===== src/hdl/date_time_setting_editor_unit_defines.svh =====
// Assertion macros for the date/time setting editor.
`ifndef DATE_TIME_SETTING_EDITOR_UNIT_DEFINES_SVH
`define DATE_TIME_SETTING_EDITOR_UNIT_DEFINES_SVH

`ifndef SYNTH
// Clocked check, disabled while reset is asserted.
`define DTSE_ASSERT(name, clk, rst_n, prop) \
  name: assert property (@(posedge clk) disable iff (!rst_n) (prop)) \
    else $error("dtse check failed");
// Clocked check that also holds during reset.
`define DTSE_ASSERT_ALWAYS(name, clk, prop) \
  name: assert property (@(posedge clk) (prop)) else $error("dtse check failed");
`else
`define DTSE_ASSERT(name, clk, rst_n, prop)
`define DTSE_ASSERT_ALWAYS(name, clk, prop)
`endif

`endif


===== src/hdl/dtse_pkg.sv =====
// Shared types, codes and a helper function of the date/time setting editor.
package dtse_pkg;

  typedef enum logic [1:0] {
    BTN_UP    = 2'd0,
    BTN_DOWN  = 2'd1,
    BTN_ENTER = 2'd2,
    BTN_BACK  = 2'd3
  } btn_e;

  // Request kinds carried on tuser
  localparam logic REQ_LOAD   = 1'b0;
  localparam logic REQ_BUTTON = 1'b1;

  // Edit targets
  localparam logic TGT_DATE = 1'b0;
  localparam logic TGT_TIME = 1'b1;

  // Date fields
  localparam logic [1:0] FLD_DAY     = 2'd0;
  localparam logic [1:0] FLD_MONTH   = 2'd1;
  localparam logic [1:0] FLD_YEAR    = 2'd2;
  localparam logic [1:0] FLD_WEEKDAY = 2'd3;
  // Time fields
  localparam logic [1:0] FLD_HOURS   = 2'd0;
  localparam logic [1:0] FLD_MINUTES = 2'd1;
  localparam logic [1:0] FLD_AMPM    = 2'd2;

  // Register index (word address bit)
  localparam logic REG_TWELVE_HOUR = 1'b0;

  localparam logic [6:0] YEAR_MIN    = 7'd26;
  localparam logic [6:0] YEAR_MAX    = 7'd99;
  localparam logic [3:0] MONTH_MAX   = 4'd12;
  localparam logic [2:0] WEEKDAY_MAX = 3'd7;
  localparam logic [5:0] MINUTE_MAX  = 6'd59;
  localparam logic [4:0] HOUR_MAX    = 5'd23;
  localparam logic [4:0] HALF_DAY    = 5'd12;
  localparam logic [4:0] HALF_LAST   = 5'd11;

  typedef struct packed {
    logic       active;
    logic       is_time;
    logic [1:0] cursor;
    logic [4:0] hours;
    logic [5:0] minutes;
    logic [2:0] weekday;
    logic [4:0] day;
    logic [3:0] month;
    logic [6:0] year;
  } dtse_state_t;

  typedef struct packed {
    logic       req_type;
    logic       edit_target;
    btn_e       button;
    logic [4:0] hours;
    logic [5:0] minutes;
    logic [2:0] weekday;
    logic [4:0] day;
    logic [3:0] month;
    logic [6:0] year;
  } dtse_req_t;

  typedef struct packed {
    logic commit;
    logic cancelled;
  } dtse_flags_t;

  // Days in a month; leap rule taken on the two-digit year (0 is leap, 100 is not).
  function automatic logic [4:0] month_len(input logic [3:0] m, input logic [6:0] y);
    logic [4:0] len;
    len = 5'd31;
    case (m)
      4'd2: begin
        len = ((y[1:0] == 2'd0) && (y != 7'd100)) ? 5'd29 : 5'd28;
      end
      4'd4, 4'd6, 4'd9, 4'd11: begin
        len = 5'd30;
      end
      default: begin
        len = 5'd31;
      end
    endcase
    return len;
  endfunction

endpackage


===== src/hdl/dtse_step.sv =====
// Next-state and result flags for one editor request.
module dtse_step (
  input  dtse_pkg::dtse_state_t state_i,
  input  dtse_pkg::dtse_req_t   req_i,
  input  logic                  twelve_hour_i,
  output dtse_pkg::dtse_state_t state_o,
  output dtse_pkg::dtse_flags_t flags_o
);

  logic       up;
  logic [4:0] hmod;
  logic [4:0] hstep;
  logic [4:0] h12;
  logic [5:0] hsum;
  logic [4:0] hampm;
  logic [3:0] mnew;
  logic [6:0] ynew;
  logic [4:0] lim_day;
  logic [4:0] lim_mon;
  logic [4:0] lim_yr;
  logic [1:0] last;

  always_comb begin
    up = (req_i.button == dtse_pkg::BTN_UP);

    // 12-hour step within the current half-day; hours 24 and above land in PM
    if (state_i.hours < 5'd12) begin
      hmod = state_i.hours;
    end else if (state_i.hours < 5'd24) begin
      hmod = state_i.hours - 5'd12;
    end else begin
      hmod = state_i.hours - 5'd24;
    end
    if (up) begin
      hstep = (hmod == dtse_pkg::HALF_LAST) ? 5'd0 : hmod + 5'd1;
    end else begin
      hstep = (hmod == 5'd0) ? dtse_pkg::HALF_LAST : hmod - 5'd1;
    end
    h12 = ((state_i.hours >= dtse_pkg::HALF_DAY) ? dtse_pkg::HALF_DAY : 5'd0) + hstep;

    // AM/PM flip: add twelve modulo a day
    hsum  = {1'b0, state_i.hours} + 6'd12;
    hampm = (hsum >= 6'd24) ? 5'(hsum - 6'd24) : hsum[4:0];

    if (up) begin
      mnew = (state_i.month < dtse_pkg::MONTH_MAX) ? state_i.month + 4'd1 : state_i.month;
      ynew = (state_i.year < dtse_pkg::YEAR_MAX) ? state_i.year + 7'd1 : state_i.year;
    end else begin
      mnew = (state_i.month > 4'd1) ? state_i.month - 4'd1 : state_i.month;
      ynew = (state_i.year > dtse_pkg::YEAR_MIN) ? state_i.year - 7'd1 : state_i.year;
    end
    lim_day = dtse_pkg::month_len(state_i.month, state_i.year);
    lim_mon = dtse_pkg::month_len(mnew, state_i.year);
    lim_yr  = dtse_pkg::month_len(state_i.month, ynew);

    if (state_i.is_time) begin
      last = twelve_hour_i ? dtse_pkg::FLD_AMPM : dtse_pkg::FLD_MINUTES;
    end else begin
      last = dtse_pkg::FLD_WEEKDAY;
    end
  end

  always_comb begin
    state_o = state_i;
    flags_o = '0;
    if (req_i.req_type == dtse_pkg::REQ_LOAD) begin
      state_o.active  = 1'b1;
      state_o.is_time = req_i.edit_target;
      state_o.cursor  = 2'd0;
      state_o.hours   = req_i.hours;
      state_o.minutes = req_i.minutes;
      state_o.weekday = req_i.weekday;
      state_o.day     = req_i.day;
      state_o.month   = req_i.month;
      state_o.year    = req_i.year;
    end else if (state_i.active) begin
      case (req_i.button)
        dtse_pkg::BTN_UP, dtse_pkg::BTN_DOWN: begin
          if (state_i.is_time == dtse_pkg::TGT_TIME) begin
            if (state_i.cursor == dtse_pkg::FLD_MINUTES) begin
              if (up) begin
                state_o.minutes = (state_i.minutes < dtse_pkg::MINUTE_MAX) ?
                                  state_i.minutes + 6'd1 : 6'd0;
              end else begin
                state_o.minutes = (state_i.minutes > 6'd0) ?
                                  state_i.minutes - 6'd1 : dtse_pkg::MINUTE_MAX;
              end
            end else if (twelve_hour_i) begin
              if (state_i.cursor == dtse_pkg::FLD_HOURS) begin
                state_o.hours = h12;
              end else if (state_i.cursor == dtse_pkg::FLD_AMPM) begin
                state_o.hours = hampm;
              end
            end else if (state_i.cursor == dtse_pkg::FLD_HOURS) begin
              if (up) begin
                state_o.hours = (state_i.hours < dtse_pkg::HOUR_MAX) ?
                                state_i.hours + 5'd1 : 5'd0;
              end else begin
                state_o.hours = (state_i.hours > 5'd0) ?
                                state_i.hours - 5'd1 : dtse_pkg::HOUR_MAX;
              end
            end
          end else begin
            case (state_i.cursor)
              dtse_pkg::FLD_DAY: begin
                if (up) begin
                  if (state_i.day < lim_day) state_o.day = state_i.day + 5'd1;
                end else if (state_i.day > 5'd1) begin
                  state_o.day = state_i.day - 5'd1;
                end
              end
              dtse_pkg::FLD_MONTH: begin
                state_o.month = mnew;
                if (state_i.day > lim_mon) state_o.day = lim_mon;
              end
              dtse_pkg::FLD_YEAR: begin
                state_o.year = ynew;
                if (state_i.day > lim_yr) state_o.day = lim_yr;
              end
              default: begin
                if (up) begin
                  if (state_i.weekday < dtse_pkg::WEEKDAY_MAX) begin
                    state_o.weekday = state_i.weekday + 3'd1;
                  end
                end else if (state_i.weekday > 3'd1) begin
                  state_o.weekday = state_i.weekday - 3'd1;
                end
              end
            endcase
          end
        end
        dtse_pkg::BTN_ENTER: begin
          if (state_i.cursor < last) begin
            state_o.cursor = state_i.cursor + 2'd1;
          end else begin
            state_o.cursor = 2'd0;
            state_o.active = 1'b0;
            flags_o.commit = 1'b1;
          end
        end
        default: begin
          if (state_i.cursor > 2'd0) begin
            state_o.cursor = state_i.cursor - 2'd1;
          end else begin
            state_o.active    = 1'b0;
            flags_o.cancelled = 1'b1;
          end
        end
      endcase
    end
  end

endmodule


===== src/hdl/date_time_setting_editor_unit.sv =====
// Top level of the date/time setting editor: stream ports, register port, state.
// An accepted request's result is registered and shown on the master side in the next cycle.
// Throughput: one request per cycle; the single output register is refilled in the
// same cycle it is drained, so s_axis_tready drops only while a result is stalled.
// Reset (rst_ni low, asynchronous): session closed, cursor 0, values 0/0/1/1/1/0,
// 24-hour mode, no result pending.
`include "date_time_setting_editor_unit_defines.svh"

module date_time_setting_editor_unit (
  input  logic        clk_i,
  input  logic        rst_ni,
  // Request stream
  input  logic        s_axis_tvalid,
  output logic        s_axis_tready,
  // [0] edit_target, [2:1] button, [7:3] load_hours, [13:8] load_minutes,
  // [16:14] load_weekday, [21:17] load_day, [25:22] load_month,
  // [32:26] load_year, [39:33] zero
  input  logic [39:0] s_axis_tdata,
  // [0] req_type
  input  logic        s_axis_tuser,
  // Result stream
  output logic        m_axis_tvalid,
  input  logic        m_axis_tready,
  // [4:0] out_hours, [10:5] out_minutes, [13:11] out_weekday, [18:14] out_day,
  // [22:19] out_month, [29:23] out_year, [31:30] out_cursor, [32] commit,
  // [33] cancelled, [34] session_active, [39:35] zero
  output logic [39:0] m_axis_tdata,
  // Register port
  input  logic        psel,
  input  logic        penable,
  input  logic        pwrite,
  input  logic [2:0]  paddr,
  input  logic [31:0] pwdata,
  output logic [31:0] prdata,
  output logic        pready
);

  dtse_pkg::dtse_state_t state_q, state_d;
  dtse_pkg::dtse_req_t   req;
  dtse_pkg::dtse_flags_t flags;
  logic                  twelve_hour_q;
  logic                  out_valid_q;
  logic [39:0]           out_data_q, out_data_d;
  logic                  in_fire;
  logic                  cfg_wr;

  // Register port: always ready, one register at word 0
  assign pready = 1'b1;
  assign cfg_wr = psel && penable && pwrite && (paddr[2] == dtse_pkg::REG_TWELVE_HOUR);
  assign prdata = (paddr[2] == dtse_pkg::REG_TWELVE_HOUR) ? {31'd0, twelve_hour_q} : 32'd0;

  always_ff @(posedge clk_i or negedge rst_ni) begin
    if (!rst_ni) begin
      twelve_hour_q <= 1'b0;
    end else if (cfg_wr) begin
      twelve_hour_q <= pwdata[0];
    end
  end

  // Unpack the request
  assign req.req_type    = s_axis_tuser;
  assign req.edit_target = s_axis_tdata[0];
  assign req.button      = dtse_pkg::btn_e'(s_axis_tdata[2:1]);
  assign req.hours       = s_axis_tdata[7:3];
  assign req.minutes     = s_axis_tdata[13:8];
  assign req.weekday     = s_axis_tdata[16:14];
  assign req.day         = s_axis_tdata[21:17];
  assign req.month       = s_axis_tdata[25:22];
  assign req.year        = s_axis_tdata[32:26];

  // Accept whenever the output register is empty or being drained this cycle
  assign s_axis_tready = !out_valid_q || m_axis_tready;
  assign in_fire       = s_axis_tvalid && s_axis_tready;

  dtse_step u_step (
    .state_i       (state_q),
    .req_i         (req),
    .twelve_hour_i (twelve_hour_q),
    .state_o       (state_d),
    .flags_o       (flags)
  );

  // Editor state: advance on every accepted request
  always_ff @(posedge clk_i or negedge rst_ni) begin
    if (!rst_ni) begin
      state_q.active  <= 1'b0;
      state_q.is_time <= 1'b0;
      state_q.cursor  <= 2'd0;
      state_q.hours   <= 5'd0;
      state_q.minutes <= 6'd0;
      state_q.weekday <= 3'd1;
      state_q.day     <= 5'd1;
      state_q.month   <= 4'd1;
      state_q.year    <= 7'd0;
    end else if (in_fire) begin
      state_q <= state_d;
    end
  end

  // Pack the result of this request
  assign out_data_d = {5'd0, state_d.active, flags.cancelled, flags.commit, state_d.cursor,
                       state_d.year, state_d.month, state_d.day, state_d.weekday,
                       state_d.minutes, state_d.hours};

  // Output register: load on accept, drop valid once taken
  always_ff @(posedge clk_i or negedge rst_ni) begin
    if (!rst_ni) begin
      out_valid_q <= 1'b0;
    end else if (in_fire) begin
      out_valid_q <= 1'b1;
    end else if (m_axis_tready) begin
      out_valid_q <= 1'b0;
    end
  end

  always_ff @(posedge clk_i) begin
    if (in_fire) begin
      out_data_q <= out_data_d;
    end
  end

  assign m_axis_tvalid = out_valid_q;
  assign m_axis_tdata  = out_data_q;

  // A finished session never both commits and cancels
  `DTSE_ASSERT(a_commit_xor_cancel, clk_i, rst_ni, out_valid_q |-> !(out_data_q[32] && out_data_q[33]))
  // Commit or cancel leaves the session closed; commit also homes the cursor
  `DTSE_ASSERT(a_close_on_finish, clk_i, rst_ni, (out_valid_q && (out_data_q[32] || out_data_q[33])) |-> (!out_data_q[34] && (!out_data_q[32] || out_data_q[31:30] == 2'd0)))
  // Buttons outside a session leave all stored values untouched
  `DTSE_ASSERT(a_idle_button_ignored, clk_i, rst_ni, (in_fire && (s_axis_tuser == dtse_pkg::REQ_BUTTON) && !state_q.active) |=> $stable(state_q))

endmodule


===== config.mk =====
export PLATFORM = sky130hd
export DESIGN_NAME = date_time_setting_editor_unit
export DESIGN_NICKNAME = d
export VERILOG_FILES = /design/src/hdl/dtse_pkg.sv /design/src/hdl/dtse_step.sv /design/src/hdl/date_time_setting_editor_unit.sv
export VERILOG_INCLUDE_DIRS = /design/src /design/src/hdl
export SDC_FILE = /design/constraint.sdc
export NUM_CORES = 1
export LEC_CHECK = 0
export BUFFER_PORTS_ARGS = -buffer_cell sky130_fd_sc_hd__buf_2
export CELL_PAD_IN_SITES_DETAIL_PLACEMENT = 2
export CELL_PAD_IN_SITES_GLOBAL_PLACEMENT = 2
export CORE_UTILIZATION = 34
export DETAILED_ROUTE_END_ITERATION = 12
export PLACE_DENSITY = 0.93
export SKIP_CTS_REPAIR_TIMING = 1
export SYNTH_ARGS = -nofsm -noshare
export SYNTH_HDL_FRONTEND = slang
export SYNTH_SLANG_ARGS = --single-unit

===== constraint.sdc =====
create_clock -name clk_i -period 10.4 [get_ports clk_i]
set_clock_uncertainty 0.2 [all_clocks]
set_input_delay 2.08 -clock clk_i [delete_from_list [all_inputs] [get_ports clk_i]]
set_output_delay 2.08 -clock clk_i [all_outputs]
set_load 0.005 [all_outputs]

==> reports/results.tsv <==
metric	value	unit
multiplexer area fraction after synthesis	7.32	%
Max H-tree Level	3	
Worst Path Required	10.44	ns
# fillers	2083	
Synth Area in Adders	8.47	%
pre-CTS WS	4.15	ns
register area	1960	um2
vias per std cell	5.75	
Int Pwr	0.807	mW
clk sinks	71	
final worst path period need	6.01	ns
DRT Pass-1 Iters	4	
per-cell routed wire length	20.2	um
library cell with the highest instance count after synthesis	nand2_1	
Main synth FF type	edfxtp_1	
layout cells sized above 1	19.0	%
EDFF count, synth	35	
delay-heaviest family, CP	compound AO/OA/AOI/OAI gates	
Pwr Total	1.41	mW
ys async rst share	50.7	%
register area share after synthesis	31.1	%
top cells by count, synth	nand2_1 (67), nor2_1 (50), a21oi_1 (45)	
Worst slew margin	32.4	%
cells along the critical path	buf_2 -> inv_1 -> ha_1 -> buf_4 -> inv_2 -> nor3_1 -> a31oi_1 -> xnor2_1 -> nor2_1 -> o21ai_0 -> a21oi_1 -> ha_1 -> nor2b_1 -> o211ai_1 -> mux2i_1 -> a221oi_1 -> o221ai_1 -> a21o_1 -> mux2_2	
Ports	158	
Worst Setup Path Type	primary input to register	
area share of the largest cell type after synthesis	16.7	%
Non-Filler Instances	1012	
Buf+Inv Stages, Crit Path	4	
RSZ-0062 raised after global routing	no	
TNS Setup	0	ns
Die Ht	138	um
Fmax achieved	166	MHz
vias in the first global route	6163	
# Max-Cap Violations	0	
status	finished, final reports clean	
clock transition at the registers of the reported paths	0.06	ns
fin crit share	57.8	%
final setup margin	4.39	ns
leakage	2.88	nW
Sw Ratio	43.0	%
CP Max Fanout	52	
fin. max-slew vios	0	
NetSw	0.608	mW
FF+latch count, synth	71	
post-synthesis cell type count	81	
Vias	5814	
Clock Tree Root	clkbuf_16	
ranking of synthesized cells by area	edfxtp_1 (17%), dfrtp_1 (13%), ha_1 (8.2%)	
CP endpoint kind	register	
number of antenna-violating nets in the routed design	0	
Crit path top cell by count	ha_1	
initial antenna violation count	0	
VDD IR max	0.0911	mV
IO Port Bufs	80	
Starting Density	34.9	%
Crit path largest cell delay	0.49	ns
placed cell count	996	
Post-Syn Instances	737	
compound-gate portion of the synthesized area	22.9	%
CTS Buffer Depth	2	
Worst Hold Class	register to register	
Tightest Pin Transition	1.01	ns
Syn Area/Cell	8.54	um2
violation count after the first detailed-route iteration	323	
Area growth, synth to finish	10.3	%
xor and xnor area share after synthesis	1.81	%
CORE AREA	18000	um2
Sequential Power Share	32.5	%
Final #Nets	903	
combinational share of power	43.1	%
simple-gate share of the synthesized area	17.8	%
Rows	49	
first-pass GRT wire length	33500	um
PwrDens	204	nW/um2
total grt overflow	0	
largest net degree at the start of global routing	61	
Yosys top cell by area	edfxtp_1	
Critical Path AT	6.05	ns
gpl congestion	0.809	
Finish-stage setup viols	0	
clock share of power	24.4	%
Die Area	19100	um2
yosys warns	0	
n_diodes	0	
Slowest-stage cell, CP	buf_4	
Die W	138	um
HPWL after DPL	14100	um
main combinational cell family by area after synthesis	compound AO/OA/AOI/OAI gates	
hold_ws	0.347	ns
synthesized area	6290	um2
Multi-input gate area	3800	um2
Final Hold Fails	0	
total wire length	20500	um
TritonCTS clock tree	yes	
drt drc	0	
CTS buffer count	9	
CP startpoint kind	primary input	
Clock Latency Late Sink	0.36	ns
gr usage total	21.8	%
==> logic make-up (layout without fill, tap and decap cells) <==
logic type | count (synthesis) | in the layout
and+or+nand+nor | 230 | 230
DFF | 71 | 71
xor gates and xnor gates | 13 | 13
AOI/OAI and AO/OA | 208 | 208
buffers and inverters | 130 | 141
adders and majority gates | 42 | 42
muxes | 41 | 41
other | 2 | 37
==> final cells by class <==
| class | instances | area share [%] |
|---|---|---|
| clock buffer | 10 | 3.30 |
| clock inverter | 6 | 1.23 |
| inverter | 41 | 2.22 |
| multi-input combinational | 571 | 54.8 |
| sequential | 71 | 28.2 |
| tap | 229 | 4.13 |
| timing repair buffer | 84 | 6.20 |
==> power by group through the flow <==
| stage | clock network, mW | registers, mW | logic [mW] |
|---|---|---|---|
| finish | 0.345 | 0.459 | 0.610 |
| global route | 0.362 | 0.470 | 0.677 |
| CTS | 0.350 | 0.457 | 0.611 |
| detailed placement | 0 | 0.460 | 0.599 |
| global placement | 0 | 0.452 | 0.560 |
| floorplan | 0 | 0.388 | 0.503 |
==> registers in the layout, indices dropped and copies added, names as in the netlist <==
name	flops
m_axis_tvalid	1
m_axis_tdata	35
twelve_hour_q	1
state_q	34
==> cells in the final DEF (no fill, tap or decap), drive strengths merged, types with 4 or more instances in the layout <==
master	n
nor2b	14
a21oi	45
conb	37
nor2	50
edfxtp	35
o211ai	11
clkbuf	10
nor3	23
a21o	5
o21a	5
a221oi	8
nand4	7
a31oi	14
o21ai	43
nand3	23
o31ai	7
o2111ai	5
nor4	4
or3	8
a311o	5
and3	6
nand2	67
buf	84
dfrtp	33
ha	41
mux2i	10
clkinv	5
mux2	30
a211o	4
and2	6
o221ai	5
o22ai	7
nand2b	9
inv	39
o21bai	4
xnor2	11
==> routing by layer <==
metal  routed length [um]  track usage (%)
met1                 8940             27.2
met2                10100             37.1
met3                  882             3.43
met5                    0                0
met4                  519             9.31
==> through the flow <==
| stage | cell area (um2) | utilization (%) |
|---|---|---|
| 6_report | 6940 | 38.5 |
| 5_1_grt | 6940 | 38.5 |
| 4_1_cts | 6940 | 38.5 |
| 3_5_place_dp | 6630 | 36.8 |
| 3_3_place_gp | 6630 | 36.8 |
| 2_1_floorplan | 6420 | - |
==> worst paths after layout <==
| path | start | endpoint | slack [ns] | cells past startpoint |
|---|---|---|---|---|
| setup / recovery | s_axis_tdata[1] | state_q[12]$_DFFE_PN0P_ | 4.39 | 19 |
| hold / removal | m_axis_tvalid$_DFFE_PN0P_ | m_axis_tvalid$_DFFE_PN0P_ | 0.35 | 2 |
| setup reg to reg | state_q[29]$_DFFE_PN0P_ | state_q[29]$_DFFE_PN0P_ | 6.00 | 11 |
| hold reg to reg | m_axis_tvalid$_DFFE_PN0P_ | m_axis_tvalid$_DFFE_PN0P_ | 0.35 | 2 |
| max in group asynchronous | rst_ni | state_q[21]$_DFFE_PN0P_ | 7.67 | 1 |
| min in group asynchronous | rst_ni | state_q[5]$_DFFE_PN0P_ | 1.69 | 1 |
==> worst reg2reg max path, cell delays in order, from the launching register on <==
cell      delay, ns
dfrtp_1        0.71
ha_1           0.54
nor3b_1        0.10
a21oi_1        0.69
a221oi_1       0.21
a311oi_1       0.36
a21oi_1        0.10
fa_1           0.49
nor3_1         0.32
a31oi_1        0.16
a41oi_1        0.26
o22ai_1        0.11
Note: power is estimated with default switching activity, not from simulation.
